File: config.mk
export PLATFORM = sky130hd
export DESIGN_NAME = rgb_to_hsv_converter_core
export DESIGN_NICKNAME = d
export VERILOG_FILES = /design/src/hdl/rgbhsv_pkg.sv /design/src/hdl/rgb_to_hsv_converter_core.sv
export SDC_FILE = /design/constraint.sdc
export NUM_CORES = 1
export LEC_CHECK = 0
export BUFFER_PORTS_ARGS = -buffer_cell sky130_fd_sc_hd__buf_2
export CAP_MARGIN = 0
export CELL_PAD_IN_SITES_DETAIL_PLACEMENT = 1
export CELL_PAD_IN_SITES_GLOBAL_PLACEMENT = 2
export CORE_MARGIN = 1.5
export CORE_UTILIZATION = 43
export CTS_BUF_LIST = sky130_fd_sc_hd__clkbuf_4 sky130_fd_sc_hd__clkbuf_8
export DETAILED_ROUTE_END_ITERATION = 8
export GPL_TIMING_DRIVEN = 0
export PLACE_DENSITY = 0.87
export SYNTH_ARGS = -nofsm -noshare
export SYNTH_HDL_FRONTEND = slang
export SYNTH_SLANG_ARGS = --single-unit
File: constraint.sdc
create_clock -name clk -period 6.1 [get_ports clk]
set_input_delay 0.61 -clock clk [delete_from_list [all_inputs] [get_ports clk]]
set_output_delay 0.61 -clock clk [all_outputs]
set_load 0.03 [all_outputs]
File: src/hdl/rgbhsv_pkg.sv
// Types, widths and constants for the RGB to HSV converter.
// No dependencies; imported by rgb_to_hsv_converter_core.
package rgbhsv_pkg;

	localparam int HUE_FRAC_BITS = 6;
	localparam int SAT_FRAC_BITS = 15;

	localparam int PIX_W = 8;
	localparam int HUE_W = 15;
	localparam int SAT_W = 16;

	localparam int S_TDATA_W = ((3 * PIX_W + 7) / 8) * 8;
	localparam int M_TDATA_W = ((HUE_W + SAT_W + PIX_W + 7) / 8) * 8;

	// hue quotient is 60 * mag * 2^HUE_FRAC_BITS / delta with mag <= delta
	localparam int HUE_SCALE = 60 << HUE_FRAC_BITS;
	localparam int HUE_QW    = $clog2(HUE_SCALE + 1);
	localparam int HUE_NUM_W = PIX_W + HUE_QW;

	// saturation quotient is delta * 2^SAT_FRAC_BITS / max with delta <= max
	localparam int SAT_QW    = SAT_FRAC_BITS + 1;
	localparam int SAT_NUM_W = PIX_W + SAT_FRAC_BITS;

	localparam int DIV_STEPS = (HUE_QW > SAT_QW) ? HUE_QW : SAT_QW;

	localparam int HUE_TURN  = 360 << HUE_FRAC_BITS;
	localparam int HUE_GREEN = 120 << HUE_FRAC_BITS;
	localparam int HUE_BLUE  = 240 << HUE_FRAC_BITS;
	localparam int HUE_CW    = $clog2(HUE_TURN + 1) + 1;

	typedef enum logic [1:0] {
		SECT_RED,
		SECT_GREEN,
		SECT_BLUE
	} sector_t;

	typedef struct packed {
		logic [PIX_W-1:0] value;
		logic [PIX_W-1:0] delta;
		logic [PIX_W-1:0] mag;
		logic             neg;
		sector_t          sector;
	} prep_t;

	typedef struct packed {
		logic [PIX_W-1:0]  value;
		logic [PIX_W-1:0]  delta;
		logic              neg;
		sector_t           sector;
		logic [PIX_W-1:0]  hue_rem;
		logic [HUE_QW-1:0] hue_acc;
		logic [PIX_W-1:0]  sat_rem;
		logic [SAT_QW-1:0] sat_acc;
	} div_t;

	typedef struct packed {
		logic [PIX_W-1:0] value;
		logic [SAT_W-1:0] sat;
		logic [HUE_W-1:0] hue;
	} res_t;

endpackage

File: src/hdl/rgb_to_hsv_converter_core.sv
// RGB to HSV converter: min/max stage, two restoring dividers one bit per stage, output stage.
// Depends on rgbhsv_pkg.
//
//  channel   dir  handshake          payload
//  s_*       in   s_tvalid/s_tready  s_tdata: blue [7:0], green [15:8], red [23:16]
//  m_*       out  m_tvalid/m_tready  m_tdata: hue [14:0], sat [30:15], value [38:31]
//
// One pixel per clock while m_tready allows; DIV_STEPS divider stages, set by the
// sixteen quotient bits of the saturation divider, one bit per pipeline stage.
// Reset clears all valid bits; payload registers are not reset.
// Each stage advances when empty or when the next one advances, so bubbles close up
// and input is taken while a finished result waits on m_tready if an earlier stage is empty.
module rgb_to_hsv_converter_core
	import rgbhsv_pkg::*;
(
	input  logic                 clk,
	input  logic                 arst_n,
	input  logic                 s_tvalid,
	output logic                 s_tready,
	input  logic [S_TDATA_W-1:0] s_tdata,   // blue, green, red
	output logic                 m_tvalid,
	input  logic                 m_tready,
	output logic [M_TDATA_W-1:0] m_tdata    // hue, sat, value, zero pad
);

	logic [PIX_W-1:0] blue, green, red;
	logic [PIX_W-1:0] mx, mn, pa, pb;
	prep_t            prep_d;

	prep_t            prep_s1;
	logic             prep_v_s1;
	logic             prep_rdy;

	div_t             div_s2   [DIV_STEPS];
	logic             div_v_s2 [DIV_STEPS];
	div_t             div_d    [DIV_STEPS];
	logic             div_rdy  [DIV_STEPS];

	res_t             res_d;
	res_t             out_q;
	logic             out_v_q;
	logic             out_rdy;

	logic [HUE_CW-1:0] basef, qh, hue_c;

	assign blue  = s_tdata[PIX_W-1:0];
	assign green = s_tdata[2*PIX_W-1:PIX_W];
	assign red   = s_tdata[3*PIX_W-1:2*PIX_W];

	// ready chain, last stage first
	assign out_rdy = !out_v_q || m_tready;
	always_comb begin
		for (int i = DIV_STEPS - 1; i >= 0; i--) begin
			if (i == DIV_STEPS - 1)
				div_rdy[i] = !div_v_s2[i] || out_rdy;
			else
				div_rdy[i] = !div_v_s2[i] || div_rdy[i+1];
		end
	end
	assign prep_rdy = !prep_v_s1 || div_rdy[0];
	assign s_tready = prep_rdy;

	// max, min, sector and signed difference
	always_comb begin
		mx = red;
		if (green > mx) mx = green;
		if (blue > mx) mx = blue;
		mn = red;
		if (green < mn) mn = green;
		if (blue < mn) mn = blue;

		if (mx == red) begin
			prep_d.sector = SECT_RED;
			pa = green;
			pb = blue;
		end else if (mx == green) begin
			prep_d.sector = SECT_GREEN;
			pa = blue;
			pb = red;
		end else begin
			prep_d.sector = SECT_BLUE;
			pa = red;
			pb = green;
		end

		prep_d.value = mx;
		prep_d.delta = mx - mn;
		prep_d.neg   = pa < pb;
		prep_d.mag   = (pa < pb) ? pb - pa : pa - pb;
	end

	always_ff @(posedge clk or negedge arst_n) begin
		if (!arst_n) begin
			prep_v_s1 <= 1'b0;
		end else if (prep_rdy) begin
			prep_v_s1 <= s_tvalid;
		end
	end

	always_ff @(posedge clk) begin
		if (prep_rdy && s_tvalid) begin
			prep_s1 <= prep_d;
		end
	end

	// divider stages: one saturation quotient bit per stage, one hue quotient bit in each of the first HUE_QW stages
	for (genvar i = 0; i < DIV_STEPS; i++) begin : g_div
		div_t             cur;
		logic [PIX_W:0]   h_trial, s_trial;
		logic             h_ge, s_ge;
		logic [HUE_NUM_W-1:0] hnum;
		logic [SAT_NUM_W-1:0] snum;
		logic             in_v;
		logic             adv;

		always_comb begin
			hnum = '0;
			snum = '0;
			if (i == 0) begin
				hnum = HUE_NUM_W'(prep_s1.mag) * HUE_NUM_W'(HUE_SCALE);
				snum = {prep_s1.delta, {SAT_FRAC_BITS{1'b0}}};
				cur.value   = prep_s1.value;
				cur.delta   = prep_s1.delta;
				cur.neg     = prep_s1.neg;
				cur.sector  = prep_s1.sector;
				cur.hue_rem = hnum[HUE_NUM_W-1:HUE_QW];
				cur.hue_acc = hnum[HUE_QW-1:0];
				cur.sat_rem = PIX_W'(snum >> SAT_QW);
				cur.sat_acc = snum[SAT_QW-1:0];
			end else begin
				cur = div_s2[(i == 0) ? 0 : i - 1];
			end

			div_d[i] = cur;

			h_trial = {cur.hue_rem, cur.hue_acc[HUE_QW-1]};
			h_ge    = h_trial >= {1'b0, cur.delta};
			if (i < HUE_QW) begin
				div_d[i].hue_rem = h_ge ? PIX_W'(h_trial - {1'b0, cur.delta})
				                        : PIX_W'(h_trial);
				div_d[i].hue_acc = {cur.hue_acc[HUE_QW-2:0], h_ge};
			end

			s_trial = {cur.sat_rem, cur.sat_acc[SAT_QW-1]};
			s_ge    = s_trial >= {1'b0, cur.value};
			if (i < SAT_QW) begin
				div_d[i].sat_rem = s_ge ? PIX_W'(s_trial - {1'b0, cur.value})
				                        : PIX_W'(s_trial);
				div_d[i].sat_acc = {cur.sat_acc[SAT_QW-2:0], s_ge};
			end
		end

		assign in_v = (i == 0) ? prep_v_s1 : div_v_s2[(i == 0) ? 0 : i - 1];
		assign adv  = div_rdy[i];

		always_ff @(posedge clk or negedge arst_n) begin
			if (!arst_n) begin
				div_v_s2[i] <= 1'b0;
			end else if (adv) begin
				div_v_s2[i] <= in_v;
			end
		end

		always_ff @(posedge clk) begin
			if (adv && in_v) begin
				div_s2[i] <= div_d[i];
			end
		end
	end

	// sector base, sign and wrap
	always_comb begin
		case (div_s2[DIV_STEPS-1].sector)
			SECT_RED:   basef = '0;
			SECT_GREEN: basef = HUE_CW'(HUE_GREEN);
			SECT_BLUE:  basef = HUE_CW'(HUE_BLUE);
			default:    basef = '0;
		endcase
		qh = HUE_CW'(div_s2[DIV_STEPS-1].hue_acc);

		if (div_s2[DIV_STEPS-1].delta == '0)
			hue_c = '0;
		else if (!div_s2[DIV_STEPS-1].neg)
			hue_c = basef + qh;
		else if (qh <= basef)
			hue_c = basef - qh;
		else
			hue_c = HUE_CW'(HUE_TURN) + basef - qh;

		res_d.hue   = hue_c[HUE_W-1:0];
		res_d.sat   = (div_s2[DIV_STEPS-1].value == '0) ? '0
		              : SAT_W'(div_s2[DIV_STEPS-1].sat_acc);
		res_d.value = div_s2[DIV_STEPS-1].value;
	end

	always_ff @(posedge clk or negedge arst_n) begin
		if (!arst_n) begin
			out_v_q <= 1'b0;
		end else if (out_rdy) begin
			out_v_q <= div_v_s2[DIV_STEPS-1];
		end
	end

	always_ff @(posedge clk) begin
		if (out_rdy && div_v_s2[DIV_STEPS-1]) begin
			out_q <= res_d;
		end
	end

	assign m_tvalid = out_v_q;
	assign m_tdata  = M_TDATA_W'({out_q.value, out_q.sat, out_q.hue});

endmodule

; After elaboration in Yosys (flattened, before gate mapping)
; Memories as Yosys holds them, arrays and structs flattened.
; Cells that the tools add are included.
; Widths: inputs -> output; s select.
[totals]
ramBits = 1008
elab_cells = 230
memories = 1
reg_bits = 84
input_bits = 28
out_inout_bits = 42
[memory_table]
columns = name, depth, width, read_ports, rd_ports_with_merged_regs, wr, line_no
row1 = div_s2, 16, 63, 16, 0, 16, rgb_to_hsv_converter_core.sv:34  ; div_t div_s2 [DIV_STEPS];
[classes]
n_mux = 73
n_mul = 1
n_eq_ne = 4
n_addsub = 35
order_cmp = 34
n_reduce_logical = 56
[op_table]
columns = op, n
row1 = $mux 8, 37
row2 = $sub 8x8->8, 31
row3 = $ge 9x8->1, 27
row4 = $mux 1, 32
row5 = $mux 15, 2
row6 = $pmux 14 s2, 1
row7 = $lt 8x8->1, 3
row8 = $logic_and 1x1->1, 18
row9 = $logic_not 1->1, 18
row10 = $logic_or 1x1->1, 18
row11 = $eq 8x8->1, 2
row12 = $gt 8x8->1, 2
row13 = $le 12x16->1, 1
row14 = $logic_not 8->1, 2
row15 = $add 14x12->15, 1
row16 = $add 15x14->15 const A, 1
row17 = $sub 14x12->15, 1
row18 = $sub 15x12->15, 1
row19 = $mul 8x4->12 const B, 1
row20 = $ge 8x8->1, 1
row21 = $eq 2x1->1 const B, 1
row22 = $eq 2x2->1 const B, 1
row23 = $mux 2, 1

; Depth between registers and ports, before layout
[logic_depth]
ltp_word = 21
depth_mapped = 31

; Worst setup path after synthesis
; No wires, ideal clock.
[synth_timing]
kind = input port to flip-flop
from = in s_tdata[17]
to = reg prep_s1[8] (netlist name), data pin
setup_slack_ns = -0.334
required_time_ns = 5.834
arrival_time_ns = 6.168
stages = 29
setup_ns = 0.266
path_cell_list = inv_1 > ha_1 > nor2b_1 > o211ai_1 > a21oi_1 > nor2_2 > nor2_1 > clkbuf_1 > nor2_1 > a21oi_1 > ha_1 > nand4_1 > nor2_1 > nor2b_1 > nor2_2 > mux2i_2 > clkbuf_1 > nor2_1 > a21o_1 > fa_1 > a21o_1 > a21oi_1 > o211ai_1 > o21ai_0 > clkbuf_1 > o311ai_1 > o22ai_1 > o221ai_1 > xor2_1
[synth_lines]
columns = element, line_no
row1 = start: declaration, rgb_to_hsv_converter_core.sv:20  ; input logic [S_TDATA_W-1:0] s_tdata,
row2 = end signal: assignment, rgb_to_hsv_converter_core.sv:102  ; prep_s1 <= prep_d;
row3 = end: declaration, rgb_to_hsv_converter_core.sv:30  ; prep_t prep_s1;

==> flow_metrics.tcl <==
set metrics [dict create \
    outcome "finished clean" \
    cts-root-buf "clkbuf_8" \
    drv_cap 0 \
    grt_pass1_vias 25870 \
    h-tree-depth 4 \
    numCtsBuffers 145 \
    core_area_mm2 0.09501 \
    hold_viol 0 \
    power_frac_seq_pct 37.0 \
    p_total_mw 26.93 \
    finalCriticalPeriod_ns 5.809 \
    firstDrtPassIters 5 \
    r2r-start "prep_s1[4]" \
    die_w_um 312.9 \
    grt_pass1_wl_um 129400 \
    wl_um 79700 \
    drtIter0Drc 824 \
    finalCritPeriodShare_pct 95.23 \
    drc 0 \
    hold_class "input port to flop" \
    wire_per_inst_um 17.00 \
    syn_inst 3071 \
    clk_path_buf_depth 3 \
    leakagePower_nw 18.57 \
    synth_ff_type "edfxtp_1" \
    vias_per_cell 4.999 \
    finalMaxSlewViolations 0 \
    setup_violations 0 \
    fillers 9735 \
    sw_frac_of_total_pct 35.52 \
    worstPathRequired_ns 6.61 \
    clkPwrFrac_pct 18.8 \
    ys_warn_count 0 \
    p_int_mw 17.36 \
    syn_area_per_cell_um2 13.45 \
    syn-num-nets 3443 \
    startpoint_type "input port" \
    dieArea_mm2 0.09792 \
    nets 3681 \
    grt_usage_pct 16.39 \
    antenna_found_initial 1 \
    grt_max_degree 42 \
    synth_area_mm2 0.04130 \
    max_slew_margin_pct 21.37 \
    row_count 113 \
    combinationalPowerShare_pct 44.3 \
    crit_arrival_ns 6.31 \
    start_util_pct 43.47 \
    yosysTopAreaCell "edfxtp_1" \
    ios 70 \
    path_common_cell "a21oi_1" \
    async_flop_share_pct 2.083 \
    dieHeight_um 312.9 \
    portBuffers 67 \
    vias 23430 \
    worstSkewPairLatency_ns 0.79 \
    fmax_mhz 172.1 \
    syn2layout_area_growth_pct 13.06 \
    synth_cell_types 60 \
    synth.area.top_cells "edfxtp_1, ha_1, inv_1" \
    drive_gt1_share_pct 14.85 \
    crit_type "input port to flop" \
    power.switching_mw 9.564 \
    path_clk_slew_ns 0.06 \
    ys_ff_latch 864 \
    globalplace.congestion 0.8179 \
    dp_hpwl_um 60440 \
    tightest_slew_ns 1.180 \
    crit_start "s_tdata[17]" \
    endpoint_kind "flop" \
    critPathSlowestCell "ha_2" \
    seq_area_frac_synth_pct 62.60 \
    cts_sinks 864 \
    cts_tree "yes" \
    postRouteAntennaNets 0 \
    ir_worst_vdd_mv 1.038 \
    yosys.cell_count.top_type "edfxtp_1" \
    synthTopCellsByCount "edfxtp_1, inv_1, ha_1" \
    final_util_pct 49.15 \
    min_from "m_tready" \
    synth.top_cell.area_share_pct 61.51 \
    synth_edf_count 846 \
    powerDensity_mw_per_mm2 576.6 \
    fin_skew_ns 0.05924 \
    crit_path_max_fanout 10 \
    grt-ovfl-total 0 \
    max_stage_delay_ns 0.42 \
]
## stage by stage
stage	area (µm²)	hold WS, ns	setup TNS, ns	instances	worst slack [ns]
2_1_floorplan	41320	0.3144	0	3071	0.03130
3_3_place_gp	43240	0.4002	-79.51	4403	-1.668
3_5_place_dp	43640	0.4056	-10.64	4418	-1.741
4_1_cts	46610	0.2423	0	4685	0.04052
5_1_grt	46690	0.2956	-0.01117	4688	-0.01117
6_report	46690	0.3042	0	4688	0.2909
## sequential cells by signal, indices dropped and copies added (netlist names)
name / cells
div_d: 19
div_s2: 780
g_div.in_v: 16
m_tdata: 39
prep_s1: 8
m_tvalid: 1
div_v_s2: 1
## power by group through the flow
stage / clock, mW / combinational (mW) / sequential, mW
6_report: 5.05 / 11.9 / 9.95
5_1_grt: 5.44 / 13.4 / 10.1
4_1_cts: 5.21 / 12.1 / 9.99
3_5_place_dp: 0 / 11.9 / 10.1
3_3_place_gp: 0 / 11.4 / 10.0
2_1_floorplan: 0 / 9.00 / 9.90
## final cells by class
type                       instances  area (µm²)  share of cell area (%)
antenna                            2       5.005                 0.01072
buffer                            34       157.7                  0.3376
clock buffer                     194        2414                   5.169
clock inverter                    65       465.4                  0.9968
inverter                         411        1543                   3.304
multi-input combinational       1761       13960                   29.89
sequential                       864       25850                   55.37
tap                             1265        1583                   3.390
timing repair buffer              92       715.7                   1.533
## repair_timing
action	CTS	global route
hold endpoints to repair	19	0
setup buffers	6	2
setup endpoints to repair	6	6
pin swaps	3	3
gates resized for setup	12	27
hold buffers	2	0
gates cloned	0	0
## routing by layer
layer | part of all wire [%] | vias up | wire (µm) | track usage [%]
met4 | 2.2 | 0 | 1786 | 5.468
li1 | - | 11440 | - | -
met5 | 0 | - | 0 | 0
met2 | 57 | 280 | 45550 | 33.06
met3 | 2.6 | 133 | 2044 | 2.838
met1 | 38 | 11580 | 30320 | 16.68
## worst paths after layout
check	end	slack [ns]	cells after the start
setup / recovery	prep_s1[10]	0.29	31
hold / removal	g_div[14].in_v	0.30	4
setup reg to reg	div_s2[0][43]	0.92	15
hold reg to reg	div_s2[1][391]	0.39	0
max in group asynchronous	g_div[4].in_v	5.36	2
min in group asynchronous	g_div[14].in_v	0.35	2
## cells by family after synthesis
family	count (synthesis)	synth area share, %
simple gates	632	7.174
other cells	1	0.009080
mux	191	5.032
buf+inv	446	4.078
compound gates	454	6.938
xor+xnor	139	2.948
fa+ha+maj	344	11.22
flops	864	62.60
## layout by cell type, fill, tap and decap left out, drive strengths merged, types with 6 or more instances in the layout
cell / Yosys / routed
o21ai: 158 / 158
a311oi: 27 / 27
xnor2: 94 / 94
mux2i: 61 / 61
edfxtp: 846 / 846
and2: 28 / 28
nor2b: 72 / 72
mux2: 130 / 130
inv: 411 / 417
xor2: 45 / 45
a21boi: 79 / 79
fa: 44 / 44
clkinv: 0 / 52
a31oi: 8 / 8
nor2: 298 / 298
ha: 300 / 300
a21oi: 91 / 91
clkbuf: 29 / 219
o211ai: 6 / 6
dfrtp: 18 / 18
nor3: 7 / 7
or2: 6 / 6
nand2b: 44 / 44
nand2: 90 / 90
buf: 6 / 99
o21a: 9 / 9
nand4: 43 / 43
a21o: 42 / 42
nand3: 27 / 27
o21bai: 6 / 6
a211oi: 9 / 9
## worst max-delay path: cells and delay by family
family	cells	cell delay [ns]
buf+inv	7	1.24
compound gates	12	2.35
fa+ha+maj	3	1.02
simple gates	8	0.92
xor+xnor	1	0.16
No activity file was read; power rests on OpenSTA's default activity.
